### src/design/round_robin_task_scheduler_unit_defines.svh
// Assertion macros shared by the scheduler RTL.
// Expects i_clk and i_rst_n in the scope of use.
`ifndef ROUND_ROBIN_TASK_SCHEDULER_UNIT_DEFINES_SVH
`define ROUND_ROBIN_TASK_SCHEDULER_UNIT_DEFINES_SVH

// same-cycle implication
`define RRTS_ASSERT_NOW(lbl, ante, cons, msg) \
    lbl: assert property (@(posedge i_clk) disable iff (!i_rst_n) (ante) |-> (cons)) \
        else $error(msg);

// next-cycle implication
`define RRTS_ASSERT_NEXT(lbl, ante, cons, msg) \
    lbl: assert property (@(posedge i_clk) disable iff (!i_rst_n) (ante) |=> (cons)) \
        else $error(msg);

`endif

### src/design/rrts_pkg.sv
// Types, constants and helpers of the round-robin task scheduler.
// No dependencies; used by the interfaces, the task store and the top level.
package rrts_pkg;

    localparam int NUM_SLOTS  = 16;
    localparam int TICK_WIDTH = 32;
    localparam int SLOT_W     = $clog2(NUM_SLOTS);
    localparam int SIZE_W     = $clog2(NUM_SLOTS + 1);
    localparam int CFG_IDX_W  = 1;
    localparam int CFG_DATA_W = 8;

    localparam logic [7:0] SLICE_RST = 8'd10;
    localparam logic [3:0] IDLE_RST  = 4'd0;

    typedef enum logic [CFG_IDX_W-1:0] {
        CFG_SLICE_RELOAD = 1'b0,
        CFG_IDLE_SLOT    = 1'b1
    } t_cfg_idx;

    typedef enum logic [2:0] {
        M_READY  = 3'd0,
        M_REMOVE = 3'd1,
        M_TICK   = 3'd2,
        M_YIELD  = 3'd3,
        M_EXIT   = 3'd4,
        M_START  = 3'd5
    } t_mode;

    typedef enum logic [1:0] {
        TS_NOT_READY = 2'd0,
        TS_READY     = 2'd1,
        TS_RUN       = 2'd2,
        TS_EXIT      = 2'd3
    } t_tstate;

    typedef enum logic [3:0] {
        S_IDLE,
        S_EV_CHK,
        S_RS_BEGIN,
        S_RS_CMP,
        S_RS_PRV,
        S_RS_NXT_RD,
        S_RS_NXT,
        S_UL_RD,
        S_UL_A,
        S_UL_B,
        S_ENQ,
        S_ENQ_B,
        S_FIN,
        S_RES
    } t_state;

    typedef struct packed {
        logic [2:0] mode;
        logic [3:0] slot;
    } t_in_word;

    typedef struct packed {
        logic [3:0]  current_task;
        logic [3:0]  previous_task;
        logic        switched;
        logic        status;
        logic [4:0]  ready_count;
        logic [31:0] current_ticks;
    } t_out_word;

    typedef struct packed {
        logic                  in_q;
        t_tstate               st;
        logic [7:0]            slice;
        logic [TICK_WIDTH-1:0] ticks;
    } t_task;

    typedef struct packed {
        logic [SLOT_W-1:0] nxt;
        logic [SLOT_W-1:0] prv;
    } t_link;

    typedef struct packed {
        logic              rd_en;
        logic [SLOT_W-1:0] rd_addr;
        logic              wr_en;
        logic [SLOT_W-1:0] wr_addr;
        t_task             wr_data;
    } t_tm_req;

    localparam t_task TASK_RST = '{in_q: 1'b0, st: TS_NOT_READY, slice: SLICE_RST,
                                   ticks: '0};

    function automatic logic slot_ok(input logic [3:0] s);
        return 32'(s) < 32'(NUM_SLOTS);
    endfunction

    // out-of-table idle slot falls back to the last slot
    function automatic logic [SLOT_W-1:0] idle_of(input logic [3:0] s);
        return slot_ok(s) ? SLOT_W'(s) : SLOT_W'(NUM_SLOTS - 1);
    endfunction

endpackage

### src/design/rrts_in_if.sv
// Event channel of the scheduler: valid, ready and one event word.
// Depends on rrts_pkg.
interface rrts_in_if;
    import rrts_pkg::*;

    logic     valid;
    logic     ready;
    t_in_word word;

    modport source(output valid, output word, input ready);
    modport sink(input valid, input word, output ready);
endinterface

### src/design/rrts_out_if.sv
// Result channel of the scheduler: valid, ready and one result word.
// Depends on rrts_pkg.
interface rrts_out_if;
    import rrts_pkg::*;

    logic      valid;
    logic      ready;
    t_out_word word;

    modport source(output valid, output word, input ready);
    modport sink(input valid, input word, output ready);
endinterface

### src/design/rrts_task_store.sv
// Per-slot task memory: queue flag, task state, slice left and tick total.
// One read and one write port, registered read; valid bits give reset values.
// Depends on rrts_pkg and the defines header.
`include "round_robin_task_scheduler_unit_defines.svh"

module rrts_task_store (
    input  logic             i_clk,
    input  logic             i_rst_n,
    input  rrts_pkg::t_tm_req i_req,
    output rrts_pkg::t_task  o_rd_data
);
    import rrts_pkg::*;

    t_task                mem [NUM_SLOTS];
    logic [NUM_SLOTS-1:0] r_valid;
    t_task                r_rd;
    logic                 r_rd_vld;

    always_ff @(posedge i_clk) begin
        if (i_req.wr_en) begin
            mem[i_req.wr_addr] <= i_req.wr_data;
        end
        if (i_req.rd_en) begin
            r_rd <= mem[i_req.rd_addr];
        end
    end

    always_ff @(posedge i_clk) begin
        if (!i_rst_n) begin
            r_valid  <= '0;
            r_rd_vld <= 1'b0;
        end else begin
            if (i_req.wr_en) begin
                r_valid[i_req.wr_addr] <= 1'b1;
            end
            if (i_req.rd_en) begin
                r_rd_vld <= r_valid[i_req.rd_addr];
            end
        end
    end

    // never-written entries read as their reset contents
    assign o_rd_data = r_rd_vld ? r_rd : TASK_RST;

    `RRTS_ASSERT_NEXT(a_wr_sets_valid, i_req.wr_en, r_valid[$past(i_req.wr_addr)],
        "task store write did not mark its entry valid")

endmodule

### src/design/round_robin_task_scheduler_unit.sv
// Round-robin task scheduler. One result word per event word. How long an event takes
// depends on its kind: ignored events are the shortest, a ready or remove takes longer,
// and a tick, yield or exit that reschedules the longest, set by the link memory (a queue
// unlink or append makes up to two link writes) and the task memory, which is read and
// written back once per touched slot. A result that is held on the result channel adds
// its stall to the next event. Both memories come up usable at once after
// reset: the task memory keeps a valid bit per slot, the link memory is only read for
// queued slots. The result register lets the next event be taken while a result waits.
// User must write configuration via i_cfg_* while no event is in flight; not enforced.
`include "round_robin_task_scheduler_unit_defines.svh"

module round_robin_task_scheduler_unit (
    input  logic                           i_clk,
    input  logic                           i_rst_n,
    input  logic                           i_cfg_we,
    input  logic [rrts_pkg::CFG_IDX_W-1:0]  i_cfg_idx,
    input  logic [rrts_pkg::CFG_DATA_W-1:0] i_cfg_data,
    rrts_in_if.sink                        i_in,
    rrts_out_if.source                     o_out
);
    import rrts_pkg::*;

    // control and queue registers
    t_state            r_state, n_state;
    t_state            r_ret, n_ret;
    logic [2:0]        r_mode, n_mode;
    logic [3:0]        r_slot, n_slot;
    logic [SLOT_W-1:0] r_before, n_before;
    logic              r_ign, n_ign;
    logic [SLOT_W-1:0] r_head, n_head;
    logic [SLOT_W-1:0] r_tail, n_tail;
    logic [SIZE_W-1:0] r_size, n_size;
    logic [SLOT_W-1:0] r_run, n_run;
    logic              r_on, n_on;
    logic [SLOT_W-1:0] r_nxt, n_nxt;
    logic              r_popped, n_popped;
    logic [SLOT_W-1:0] r_ulx, n_ulx;
    logic [SLOT_W-1:0] r_enqx, n_enqx;
    logic [SLOT_W-1:0] r_p, n_p;
    logic [SLOT_W-1:0] r_n, n_n;
    logic              r_is_tail, n_is_tail;
    logic              r_out_vld, n_out_vld;
    t_out_word         r_out, n_out;
    logic [7:0]        r_slice_rl;
    logic [3:0]        r_idle_cfg;

    logic [SLOT_W-1:0] idle_s;
    logic [SLOT_W-1:0] slot_a;
    logic              in_ready;
    logic              in_acc;

    // task memory
    t_tm_req tm_req;
    t_task   td;

    // link memory
    t_link             l_mem [NUM_SLOTS];
    t_link             r_lrd;
    logic              lk_rd_en;
    logic [SLOT_W-1:0] lk_rd_addr;
    logic              lk_wr_nxt;
    logic              lk_wr_prv;
    logic [SLOT_W-1:0] lk_wr_addr;
    t_link             lk_wr_data;

    assign idle_s = idle_of(r_idle_cfg);
    assign slot_a = SLOT_W'(r_slot);
    assign in_acc = i_in.valid && in_ready;

    assign i_in.ready  = in_ready;
    assign o_out.valid = r_out_vld;
    assign o_out.word  = r_out;

    rrts_task_store u_task_store (
        .i_clk     (i_clk),
        .i_rst_n   (i_rst_n),
        .i_req     (tm_req),
        .o_rd_data (td)
    );

    always_ff @(posedge i_clk) begin
        if (lk_wr_nxt) begin
            l_mem[lk_wr_addr].nxt <= lk_wr_data.nxt;
        end
        if (lk_wr_prv) begin
            l_mem[lk_wr_addr].prv <= lk_wr_data.prv;
        end
        if (lk_rd_en) begin
            r_lrd <= l_mem[lk_rd_addr];
        end
    end

    always_ff @(posedge i_clk) begin
        if (!i_rst_n) begin
            r_slice_rl <= SLICE_RST;
            r_idle_cfg <= IDLE_RST;
        end else if (i_cfg_we) begin
            case (i_cfg_idx)
                CFG_SLICE_RELOAD: r_slice_rl <= i_cfg_data[7:0];
                CFG_IDLE_SLOT:    r_idle_cfg <= i_cfg_data[3:0];
                default: ;
            endcase
        end
    end

    always_ff @(posedge i_clk) begin
        if (!i_rst_n) begin
            r_state   <= S_IDLE;
            r_ret     <= S_FIN;
            r_head    <= '0;
            r_tail    <= '0;
            r_size    <= '0;
            r_run     <= '0;
            r_on      <= 1'b0;
            r_popped  <= 1'b0;
            r_is_tail <= 1'b0;
            r_ign     <= 1'b1;
            r_out_vld <= 1'b0;
        end else begin
            r_state   <= n_state;
            r_ret     <= n_ret;
            r_head    <= n_head;
            r_tail    <= n_tail;
            r_size    <= n_size;
            r_run     <= n_run;
            r_on      <= n_on;
            r_popped  <= n_popped;
            r_is_tail <= n_is_tail;
            r_ign     <= n_ign;
            r_out_vld <= n_out_vld;
        end
    end

    always_ff @(posedge i_clk) begin
        r_mode   <= n_mode;
        r_slot   <= n_slot;
        r_before <= n_before;
        r_nxt    <= n_nxt;
        r_ulx    <= n_ulx;
        r_enqx   <= n_enqx;
        r_p      <= n_p;
        r_n      <= n_n;
        r_out    <= n_out;
    end

    always_comb begin
        n_state   = r_state;
        n_ret     = r_ret;
        n_mode    = r_mode;
        n_slot    = r_slot;
        n_before  = r_before;
        n_ign     = r_ign;
        n_head    = r_head;
        n_tail    = r_tail;
        n_size    = r_size;
        n_run     = r_run;
        n_on      = r_on;
        n_nxt     = r_nxt;
        n_popped  = r_popped;
        n_ulx     = r_ulx;
        n_enqx    = r_enqx;
        n_p       = r_p;
        n_n       = r_n;
        n_is_tail = r_is_tail;
        n_out_vld = r_out_vld;
        n_out     = r_out;

        in_ready       = 1'b0;
        tm_req         = '0;
        tm_req.wr_data = td;
        lk_rd_en       = 1'b0;
        lk_rd_addr     = '0;
        lk_wr_nxt      = 1'b0;
        lk_wr_prv      = 1'b0;
        lk_wr_addr     = '0;
        lk_wr_data     = '0;

        if (r_out_vld && o_out.ready) begin
            n_out_vld = 1'b0;
        end

        unique case (r_state)
            S_IDLE: begin
                // take no word while reset is held
                in_ready = i_rst_n;
                if (i_in.valid) begin
                    n_mode   = i_in.word.mode;
                    n_slot   = i_in.word.slot;
                    n_before = r_run;
                    n_ign    = 1'b1;
                    n_state  = S_FIN;
                    unique case (i_in.word.mode) inside
                        M_READY, M_REMOVE: begin
                            if (slot_ok(i_in.word.slot)) begin
                                tm_req.rd_en   = 1'b1;
                                tm_req.rd_addr = SLOT_W'(i_in.word.slot);
                                n_state        = S_EV_CHK;
                            end
                        end
                        M_TICK, M_YIELD: begin
                            if (r_on) begin
                                tm_req.rd_en   = 1'b1;
                                tm_req.rd_addr = r_run;
                                n_state        = S_EV_CHK;
                            end
                        end
                        M_EXIT: begin
                            if (r_on && r_run != idle_s) begin
                                tm_req.rd_en   = 1'b1;
                                tm_req.rd_addr = r_run;
                                n_state        = S_EV_CHK;
                            end
                        end
                        M_START: begin
                            if (!r_on) begin
                                n_on           = 1'b1;
                                n_run          = idle_s;
                                n_ign          = 1'b0;
                                tm_req.rd_en   = 1'b1;
                                tm_req.rd_addr = idle_s;
                                n_state        = S_EV_CHK;
                            end
                        end
                        default: ;
                    endcase
                end
            end

            S_EV_CHK: begin
                n_state = S_FIN;
                unique case (r_mode) inside
                    M_READY: begin
                        // a queued or running slot stays as it is
                        if (!td.in_q && td.st != TS_RUN) begin
                            tm_req.wr_en        = 1'b1;
                            tm_req.wr_addr      = slot_a;
                            tm_req.wr_data.in_q = 1'b1;
                            tm_req.wr_data.st   = TS_READY;
                            n_ign               = 1'b0;
                            n_enqx              = slot_a;
                            n_ret               = S_FIN;
                            n_state             = S_ENQ;
                        end
                    end
                    M_REMOVE: begin
                        if (td.in_q) begin
                            tm_req.wr_en        = 1'b1;
                            tm_req.wr_addr      = slot_a;
                            tm_req.wr_data.in_q = 1'b0;
                            n_ign               = 1'b0;
                            n_ulx               = slot_a;
                            n_ret               = S_FIN;
                            n_state             = S_UL_RD;
                        end
                    end
                    M_TICK: begin
                        n_ign                = 1'b0;
                        tm_req.wr_en         = 1'b1;
                        tm_req.wr_addr       = r_run;
                        tm_req.wr_data.ticks = td.ticks + TICK_WIDTH'(1);
                        // a zero slice never expires
                        if (r_run != idle_s && td.slice != 8'd0) begin
                            if (td.slice == 8'd1) begin
                                tm_req.wr_data.slice = r_slice_rl;
                                n_state              = S_RS_BEGIN;
                            end else begin
                                tm_req.wr_data.slice = td.slice - 8'd1;
                            end
                        end
                    end
                    M_YIELD: begin
                        if (td.st == TS_RUN) begin
                            n_ign   = 1'b0;
                            n_state = S_RS_BEGIN;
                        end
                    end
                    M_EXIT: begin
                        n_ign               = 1'b0;
                        tm_req.wr_en        = 1'b1;
                        tm_req.wr_addr      = r_run;
                        tm_req.wr_data.in_q = 1'b0;
                        tm_req.wr_data.st   = TS_EXIT;
                        n_state             = S_RS_BEGIN;
                        if (td.in_q) begin
                            n_ulx   = r_run;
                            n_ret   = S_RS_BEGIN;
                            n_state = S_UL_RD;
                        end
                    end
                    M_START: begin
                        tm_req.wr_en      = 1'b1;
                        tm_req.wr_addr    = idle_s;
                        tm_req.wr_data.st = TS_RUN;
                        if (r_size != '0) begin
                            n_state = S_RS_BEGIN;
                        end
                    end
                    default: ;
                endcase
            end

            S_RS_BEGIN: begin
                // pop the head, or fall back to the idle slot
                if (r_size != '0) begin
                    n_nxt    = r_head;
                    n_popped = 1'b1;
                    n_ulx    = r_head;
                    n_ret    = S_RS_CMP;
                    n_state  = S_UL_RD;
                end else begin
                    n_nxt    = idle_s;
                    n_popped = 1'b0;
                    n_state  = S_RS_CMP;
                end
            end

            S_RS_CMP: begin
                if (r_nxt == r_run) begin
                    if (r_popped) begin
                        tm_req.rd_en   = 1'b1;
                        tm_req.rd_addr = r_nxt;
                        n_state        = S_RS_NXT;
                    end else begin
                        n_state = S_FIN;
                    end
                end else begin
                    tm_req.rd_en   = 1'b1;
                    tm_req.rd_addr = r_run;
                    n_state        = S_RS_PRV;
                end
            end

            S_RS_PRV: begin
                n_state = S_RS_NXT_RD;
                // requeue a preempted task at the tail
                if (td.st == TS_RUN && r_run != idle_s) begin
                    tm_req.wr_en        = 1'b1;
                    tm_req.wr_addr      = r_run;
                    tm_req.wr_data.in_q = 1'b1;
                    tm_req.wr_data.st   = TS_READY;
                    n_enqx              = r_run;
                    n_ret               = S_RS_NXT_RD;
                    n_state             = S_ENQ;
                end
            end

            S_RS_NXT_RD: begin
                tm_req.rd_en   = 1'b1;
                tm_req.rd_addr = r_nxt;
                n_state        = S_RS_NXT;
            end

            S_RS_NXT: begin
                tm_req.wr_en   = 1'b1;
                tm_req.wr_addr = r_nxt;
                if (r_popped) begin
                    tm_req.wr_data.in_q = 1'b0;
                end
                if (r_nxt != r_run) begin
                    tm_req.wr_data.st = TS_RUN;
                end
                n_run   = r_nxt;
                n_state = S_FIN;
            end

            S_UL_RD: begin
                lk_rd_en   = 1'b1;
                lk_rd_addr = r_ulx;
                n_state    = S_UL_A;
            end

            S_UL_A: begin
                n_p       = r_lrd.prv;
                n_n       = r_lrd.nxt;
                n_is_tail = (r_ulx == r_tail);
                if (r_ulx != r_head) begin
                    lk_wr_nxt      = 1'b1;
                    lk_wr_addr     = r_lrd.prv;
                    lk_wr_data.nxt = r_lrd.nxt;
                end else begin
                    n_head = r_lrd.nxt;
                end
                if (r_ulx == r_tail) begin
                    n_tail = r_lrd.prv;
                end
                n_size = r_size - SIZE_W'(1);
                // an emptied queue parks head and tail at slot zero
                if (r_size == SIZE_W'(1)) begin
                    n_head = '0;
                    n_tail = '0;
                end
                n_state = S_UL_B;
            end

            S_UL_B: begin
                if (!r_is_tail) begin
                    lk_wr_prv      = 1'b1;
                    lk_wr_addr     = r_n;
                    lk_wr_data.prv = r_p;
                end
                n_state = r_ret;
            end

            S_ENQ: begin
                if (r_size == '0) begin
                    n_head  = r_enqx;
                    n_tail  = r_enqx;
                    n_size  = r_size + SIZE_W'(1);
                    n_state = r_ret;
                end else begin
                    lk_wr_nxt      = 1'b1;
                    lk_wr_addr     = r_tail;
                    lk_wr_data.nxt = r_enqx;
                    n_state        = S_ENQ_B;
                end
            end

            S_ENQ_B: begin
                lk_wr_prv      = 1'b1;
                lk_wr_addr     = r_enqx;
                lk_wr_data.prv = r_tail;
                n_tail         = r_enqx;
                n_size         = r_size + SIZE_W'(1);
                n_state        = r_ret;
            end

            S_FIN: begin
                tm_req.rd_en   = 1'b1;
                tm_req.rd_addr = r_run;
                n_state        = S_RES;
            end

            S_RES: begin
                // hold until the result register is free
                if (!r_out_vld || o_out.ready) begin
                    n_out.current_task  = 4'(r_run);
                    n_out.previous_task = 4'(r_before);
                    n_out.switched      = (r_run != r_before);
                    n_out.status        = r_ign;
                    n_out.ready_count   = 5'(r_size);
                    n_out.current_ticks = 32'(td.ticks);
                    n_out_vld           = 1'b1;
                    n_state             = S_IDLE;
                end
            end

            default: n_state = S_IDLE;
        endcase
    end

    `RRTS_ASSERT_NOW(a_tm_no_clash, 1'b1, !(tm_req.rd_en && tm_req.wr_en),
        "task memory read and write in the same cycle")
    `RRTS_ASSERT_NOW(a_lk_no_clash, lk_rd_en, !(lk_wr_nxt || lk_wr_prv),
        "link memory read and write in the same cycle")
    `RRTS_ASSERT_NEXT(a_accept_busy, in_acc, r_state != S_IDLE,
        "accepted event word left the sequencer idle")
    `RRTS_ASSERT_NOW(a_switch_moves, r_out_vld && r_out.switched,
        r_out.current_task != r_out.previous_task,
        "switch reported without a change of running slot")

endmodule
### src/flat_wrapper.sv
// flat-port wrapper written by rule: the top's interface ports become plain ports
module round_robin_task_scheduler_unit_flat import rrts_pkg::*;
  (i_clk, i_rst_n, i_cfg_we, i_cfg_idx, i_cfg_data, i_in_valid, i_in_word, i_in_ready, o_out_valid, o_out_word, o_out_ready);
  rrts_in_if i_in_i ();
  rrts_out_if o_out_i ();
  input  logic i_clk;
  input  logic i_rst_n;
  input  logic i_cfg_we;
  input  logic [rrts_pkg::CFG_IDX_W-1:0] i_cfg_idx;
  input  logic [rrts_pkg::CFG_DATA_W-1:0] i_cfg_data;
  input wire logic [$bits(i_in_i.valid)-1:0] i_in_valid;
  input wire logic [$bits(i_in_i.word)-1:0] i_in_word;
  output wire logic [$bits(i_in_i.ready)-1:0] i_in_ready;
  output wire logic [$bits(o_out_i.valid)-1:0] o_out_valid;
  output wire logic [$bits(o_out_i.word)-1:0] o_out_word;
  input wire logic [$bits(o_out_i.ready)-1:0] o_out_ready;
  assign i_in_i.valid = i_in_valid;
  assign i_in_i.word = i_in_word;
  assign i_in_ready = i_in_i.ready;
  assign o_out_valid = o_out_i.valid;
  assign o_out_word = o_out_i.word;
  assign o_out_i.ready = o_out_ready;
  round_robin_task_scheduler_unit u_core (.i_clk(i_clk), .i_rst_n(i_rst_n), .i_cfg_we(i_cfg_we), .i_cfg_idx(i_cfg_idx), .i_cfg_data(i_cfg_data), .i_in(i_in_i), .o_out(o_out_i));
endmodule
### config.mk
export PLATFORM = sky130hd
export DESIGN_NAME = round_robin_task_scheduler_unit_flat
export DESIGN_NICKNAME = d
export VERILOG_FILES = /design/src/design/rrts_pkg.sv /design/src/design/rrts_in_if.sv /design/src/design/rrts_out_if.sv /design/src/design/rrts_task_store.sv /design/src/design/round_robin_task_scheduler_unit.sv /design/src/flat_wrapper.sv
export VERILOG_INCLUDE_DIRS = /design/src /design/src/design
export SDC_FILE = /design/constraint.sdc
export NUM_CORES = 1
export LEC_CHECK = 0
export BUFFER_PORTS_ARGS = -buffer_cell sky130_fd_sc_hd__buf_2
export CORE_UTILIZATION = 57
export DETAILED_ROUTE_END_ITERATION = 12
export GPL_TIMING_DRIVEN = 1
export PLACE_DENSITY = 0.82
export SYNTH_ARGS = -nofsm -noshare
export SYNTH_HDL_FRONTEND = slang
export SYNTH_SLANG_ARGS = --single-unit
### constraint.sdc
create_clock -name i_clk -period 6.95 [get_ports i_clk]
set_input_delay 1.0425 -clock i_clk [delete_from_list [all_inputs] [get_ports i_clk]]
set_output_delay 1.0425 -clock i_clk [all_outputs]
set_load 0.02 [all_outputs]
==> results of run 1 <==
state kept, by name (all words and copies together), names as in the netlist, 4 cells and up:
name	count
u_core.r_nxt	4
u_core.r_p	4
u_core.r_before	4
u_core.r_tail	4
u_core.r_run	4
u_core.u_task_store.r_valid	16
u_core.r_state	4
u_core.r_head	4
u_core.r_ret	4
u_core.u_task_store.r_rd	43
u_core.u_task_store.mem	688
u_core.o_out.word	47
u_core.r_slice_rl	8
u_core.r_lrd	8
u_core.idle_s	4
u_core.r_slot	4
u_core.r_size	5
u_core.l_mem	128
u_core.r_enqx	4
u_core.r_n	4
u_core.r_ulx	4
routing by layer:
metal	wire length [um]	vias to the layer above	global-route usage, %
met5	8	-	0
met4	3798	2	11.49
met3	12820	304	4.780
met2	51360	2065	45.95
met1	38750	13900	38.10
li1	-	12450	-
worst paths after layout:
path | endpoint | cells after the start
max | u_core.u_task_store.r_rd[14] | 9
min | u_core.u_task_store.r_valid[13] | 1
max reg2reg | u_core.u_task_store.r_rd[14] | 9
min reg2reg | u_core.u_task_store.r_valid[13] | 1
synthesized netlist by cell type (7+ instances only):
library cell / n / share of area, %
nor4_1: 7 / 0.10
edfxtp_1: 945 / 68
nand4_1: 7 / 0.10
nor3_1: 12 / 0.14
clkbuf_1: 139 / 1.2
and3_1: 9 / 0.13
a221oi_1: 14 / 0.29
xor2_1: 15 / 0.31
o21a_1: 21 / 0.38
inv_1: 67 / 0.60
a32oi_1: 8 / 0.17
ha_1: 7 / 0.21
nand3_1: 389 / 4.7
buf_2: 56 / 0.67
o31ai_1: 8 / 0.14
mux2i_1: 22 / 0.53
a31oi_1: 106 / 1.6
o211ai_1: 14 / 0.25
o22ai_1: 8 / 0.12
buf_1: 24 / 0.22
a22oi_1: 17 / 0.31
dfxtp_1: 59 / 2.8
nand2_1: 754 / 6.8
a211oi_1: 46 / 0.83
mux2_2: 37 / 1.0
and2_1: 42 / 0.63
nand2b_1: 13 / 0.19
a311oi_1: 87 / 1.8
nor2_1: 114 / 1.0
o21ai_0: 66 / 0.79
a21oi_1: 88 / 1.1
a21o_1: 8 / 0.14
nor2b_1: 24 / 0.36
xnor2_1: 40 / 0.84
layout make-up:
cell class                      instances  area (um2)  share of cell area (%)
Clock inverter                         54       589.3                   1.273
Tap cell                              950        1189                   2.567
Clock buffer                          120        2512                   5.425
Inverter                               68       255.2                  0.5512
Timing Repair Buffer                  128       863.3                   1.864
Sequential cell                      1004       29560                   63.83
Multi-Input combinational cell       2060       11340                   24.48
Antenna cell                            2       5.005                 0.01081
power breakdown:
| group | total [uW] | internal [uW] | switching (uW) |
|---|---|---|---|
| logic | 2310 | 682 | 1630 |
| registers | 7140 | 6930 | 207 |
| clock network | 5170 | 2890 | 2280 |
| total | 14600 | 10500 | 4110 |
placed cells by master, fill, tap and decap left out, types with 21 or more instances in the layout:
cell / netlist / final
dfxtp_1: 59 / 58
buf_2: 56 / 69
nand3_1: 389 / 388
a211oi_1: 46 / 46
nor2b_1: 24 / 23
xnor2_1: 40 / 40
buf_4: 1 / 53
nand2_1: 754 / 754
clkbuf_16: 0 / 96
a31oi_1: 106 / 106
a21oi_1: 88 / 88
mux2i_1: 22 / 22
mux2_2: 37 / 37
o21a_1: 21 / 21
inv_1: 67 / 66
o21ai_0: 66 / 66
and2_1: 42 / 42
nor2_1: 114 / 99
clkbuf_1: 139 / 22
a311oi_1: 87 / 86
edfxtp_1: 945 / 945
kinds of logic (layout without fill, tap and decap cells):
family	after synthesis	after routing	synth area share, %
fa+ha+maj	7	7	0.2093
compound gates	523	523	8.610
flops	1004	1004	70.65
simple gates	1416	1416	15.09
mux	59	59	1.522
buf+inv	288	370	2.760
other cells	0	2	0
xor+xnor	55	55	1.151
worst max-delay path: cells and delay by family (launching register included):
kind                      cells  cell delay [ns]
buffers and inverters         1             0.46
xor gates and xnor gates      1             0.22
and+or+nand+nor               3             2.38
DFF                           1             0.70
AOI/OAI and AO/OA             4             1.02
stage by stage:
step	instance area (um2)	setup slack [ns]	utilization, %	power, uW
2_1_floorplan	41840	1.681	-	8764
3_3_place_gp	43200	2.325	59.92	9410
3_5_place_dp	43200	2.149	59.92	9477
4_1_cts	46310	2.144	64.23	14560
5_1_grt	46310	1.948	64.23	15050
6_report	46310	1.955	64.23	14610
==> results.toml, run 1 <==
[routing]
first_iter_violations = 4376
first_pass_iters = 8
ant_nets = 0
wl_um = 106700
via_count = 28720
routedWlPerCell_um = 24.34
via_per_inst = 6.549
drcViolationCount = 0

[critical_path]
crit_chain = "xor2_1 -> nor4_2 -> or4b_2 -> and3_4 -> buf_12 -> a211oi_1 -> a311oi_1 -> a311oi_1 -> a31oi_1"
crit_path_top_delay_cell = "and3_4"
critPathLaunchType = "flop"
critPathMaxStageDelay_ns = 0.81
crit_type = "reg -> reg"
path_max_fanout = 100
r2r-start = "u_core.r_run[3]"
cp-startpoint = "u_core.r_run[3]"
end_kind = "flop"
cp_common_cell = "a311oi_1"
required_ns = 7.47
regToRegSetupSlack_ns = 1.96
cp_data_arrival_time_ns = 5.51

[floorplanning]
die_x_um = 272.9
core_area_um2 = 72100
die_y_um = 272.9
die-area_um2 = 74490
initial_core_util_pct = 58.03
num_rows = 98
io-pin-count = 70

[clock_tree]
cts_resized = 0
post-cts-setup-buffers = 0
holdBufCountCts = 0
htreeDepth = 3
clk_path_buf_depth = 3
cts_root_buf = "clkbuf_16"
cts-buffers-inserted = 96
tritoncts = "built"
clkSlewWorstSetupHoldPaths_ns = 0.07
clk_latency_ns = 0.69
cts_num_sinks = 1004

[synth]
synthArstFlopShare_pct = 0
seq_area_frac_synth_pct = 70.65
ys_seq_elements = 1004
synth_area_um2 = 41840
synth.distinct_cells = 77
synth_cells = 3352
synth_fp_nets = 3380
synth_edf_count = 945
synth_ff_type = "edfxtp_1"
synth.avg_cell_area_um2 = 12.48
yosysWarnings = 0

[worst_hold_path]
hold_start = "u_core.u_task_store.r_valid[13]"
hp-class = "reg -> reg"

[sta]
finClkSkew_ns = 0.07002
period_share_pct = 71.87
rsz0062_at_grt = "false"
setup_violations = 0
tns_ns = 0
hold_violations = 0
slew_viol_final = 0
slew_headroom_pct = 12.16
fin_hold_ws_ns = 0.4691
layout_min_cycle_time_ns = 4.995
clock.fmax_mhz = 200.2
tightest_slew_ns = 1.318

[place]
dpl.hpwl_um = 57310
place_inst = 4210
io_buffers = 69
gp_congestion = 0.9253

[global_route]
grt_remaining_overflow = 0
grt_pass1_vias = 27580
grt_max_degree = 153
grt_usage_pct = 28.29
antenna_found_initial = 3
grt_pass1_wl_um = 160100

[finish]
fin_cells = 4386
final_nets = 3386
fill_cells = 4839
syn_to_final_growth_pct = 10.69
drive_gt1_share_pct = 10.05

[power]
p_per_area_nw_per_um2 = 315.5
p_leak_uw = 0.01533
ir_worst_vdd_mv = 0.3528

[job]
maxCapViolations = 0

[status]
status = "finished clean"
Note: power is estimated with default switching activity, not from simulation.
==> run 2, diff against run 1 <==
PLACE_DENSITY = 0.85   (was 0.82)
clock period = 4.2 ns   (was 6.95 ns; I/O delays follow)
==> run 2 against run 1 <==
Effect of this change: the flow now finishes with violations (negative setup slack); final cell count up 1.3%; clock skew decreased by 0.019 ns; first-iteration DRC count rose by 11%; flip-flop and latch count is the same.
==> results.toml, run 2 (synthesized netlist as in run 1, its figures left out) <==
[routing]
drcViolationCount = 0
routedWlPerCell_um = 25.11
ant_nets = 0
wl_um = 111600
via_count = 29510
first_pass_iters = 6
via_per_inst = 6.639
first_iter_violations = 4842

[global_route]
grt_remaining_overflow = 0
grt_usage_pct = 29.71
antenna_found_initial = 1
grt_pass1_wl_um = 167800
grt_max_degree = 106
grt_pass1_vias = 28870

[critical_path]
required_ns = 4.50
critical-path-top-delay-family = "simple AND/OR/NAND/NOR gates"
worst-path-buf-inv = 2
crit_chain = "nor4b_4 -> buf_4 -> nand2_1 -> nor4_1 -> buf_4 -> nand3_1 -> nor4_1 -> xor2_1"
crit_path_top_delay_cell = "xor2_1"
r2r-start = "u_core.r_state[2]"
critPathLaunchType = "flop"
cp-startpoint = "u_core.r_state[2]"
cp_data_arrival_time_ns = 4.51
crit_type = "reg -> reg"
end_kind = "flop"
path_max_fanout = 16
critPathMaxStageDelay_ns = 0.93

[clock_tree]
tritoncts = "built"
htreeDepth = 3
clk_latency_ns = 0.68
cts_num_sinks = 1004
post-cts-setup-buffers = 0
cts_resized = 0
clkSlewWorstSetupHoldPaths_ns = 0.07
cts_root_buf = "clkbuf_16"
holdBufCountCts = 0
cts-buffers-inserted = 97
clk_path_buf_depth = 3

[place]
io_buffers = 69
place_area_um2 = 44080
gp_congestion = 0.9409
place_inst = 4264
dpl.hpwl_um = 59830

[finish]
layout_commonest_cell = "edfxtp_1"
drive_gt1_share_pct = 11.91
largest_reg_flops = 688
fill_cells = 4700
area.sequential_um2 = 29560
finalInstanceArea_um2 = 47440
syn_to_final_growth_pct = 13.38
multi_input_area_um2 = 11340
layout_common_cells = "edfxtp_1, nand2_1, nand3_1"
fin_cells = 4445
regMostFlops = "u_core.u_task_store.mem"
final_nets = 3441

[sta]
tightest_slew_ns = 1.270
setup_violations = 16
slew_headroom_pct = 15.34
rsz0062_at_grt = "true"
layout_setup_ws_ns = -0.01083
slew_viol_final = 0
clock.fmax_mhz = 237.5
layout_min_cycle_time_ns = 4.211
period_share_pct = 100.3
finClkSkew_ns = 0.05107
fin_hold_ws_ns = 0.1734
hold_violations = 0

[status]
violations = "negative setup slack"
status = "finished, violations left"

[floorplanning]
die-area_um2 = 74490
core_area_um2 = 72100
num_rows = 98
initial_core_util_pct = 58.03
io-pin-count = 70
die_x_um = 272.9
die_y_um = 272.9

[worst_hold_path]
hp-class = "in -> reg"
hold_start = "i_in_word[0]"

[power]
p_leak_uw = 0.01586
p_per_area_nw_per_um2 = 525.5
ir_worst_vdd_mv = 0.5739

[job]
maxCapViolations = 0
## run 2: cell count changes in the layout (fill, tap and decap cells not counted), moves of 3 or more
cell | previous run | this run
buf_12 | 6 | 43
bufinv_16 | 8 | 15
clkinv_2 | 15 | 21
clkbuf_1 | 22 | 8
clkinv_1 | 18 | 21
buf_4 | 53 | 70
## run 2: worst reg2reg max path, stage by stage (launching register included)
cell     delay, ns
dfxtp_1       0.51
nor4b_4       0.44
buf_4         0.24
nand2_1       0.08
nor4_1        0.68
buf_4         0.27
nand3_1       0.14
nor4_1        0.55
xor2_1        0.93
## run 2: path summary, 6_finish.rpt
path / endpoint / depth (start not counted) / slack [ns]
max: u_core.u_task_store.mem[2][28] / 8 / -0.01
min: u_core.r_slot[0] / 1 / 0.17
max reg2reg: u_core.u_task_store.mem[2][28] / 8 / -0.01
min reg2reg: u_core.u_task_store.r_valid[2] / 1 / 0.47
## run 2: routing by layer
metal | track usage, % | share of wire (%)
met5 | 0 | 0
met4 | 15.76 | 5.1
met2 | 47.01 | 47
met3 | 6.212 | 13
met1 | 38.83 | 35
## run 2: cell type report
cell class	instances	share of cell area [%]
Clock inverter	74	1.860
Timing Repair Buffer	182	3.651
Multi-Input combinational cell	2060	23.92
Inverter	68	0.5381
Antenna cell	1	0.005275
Tap cell	950	2.506
Sequential cell	1004	62.32
Clock buffer	106	5.209
## run 2: power breakdown
group | internal [uW] | switching, uW
registers | 11500 | 352
clock network | 5220 | 3870
logic | 1240 | 2780
## run 2: through the flow
stage	util (%)	setup TNS [ns]	total power [uW]	worst slack, ns
3_5_place_dp	61.14	0	15820	0.3298
2_1_floorplan	-	-102.14	14500	-0.3403
5_1_grt	65.79	-0.4460	25630	-0.03228
3_3_place_gp	61.14	0	15650	0.5225
4_1_cts	65.79	0	24840	0.1802
6_report	65.79	-0.1183	24930	-0.01083
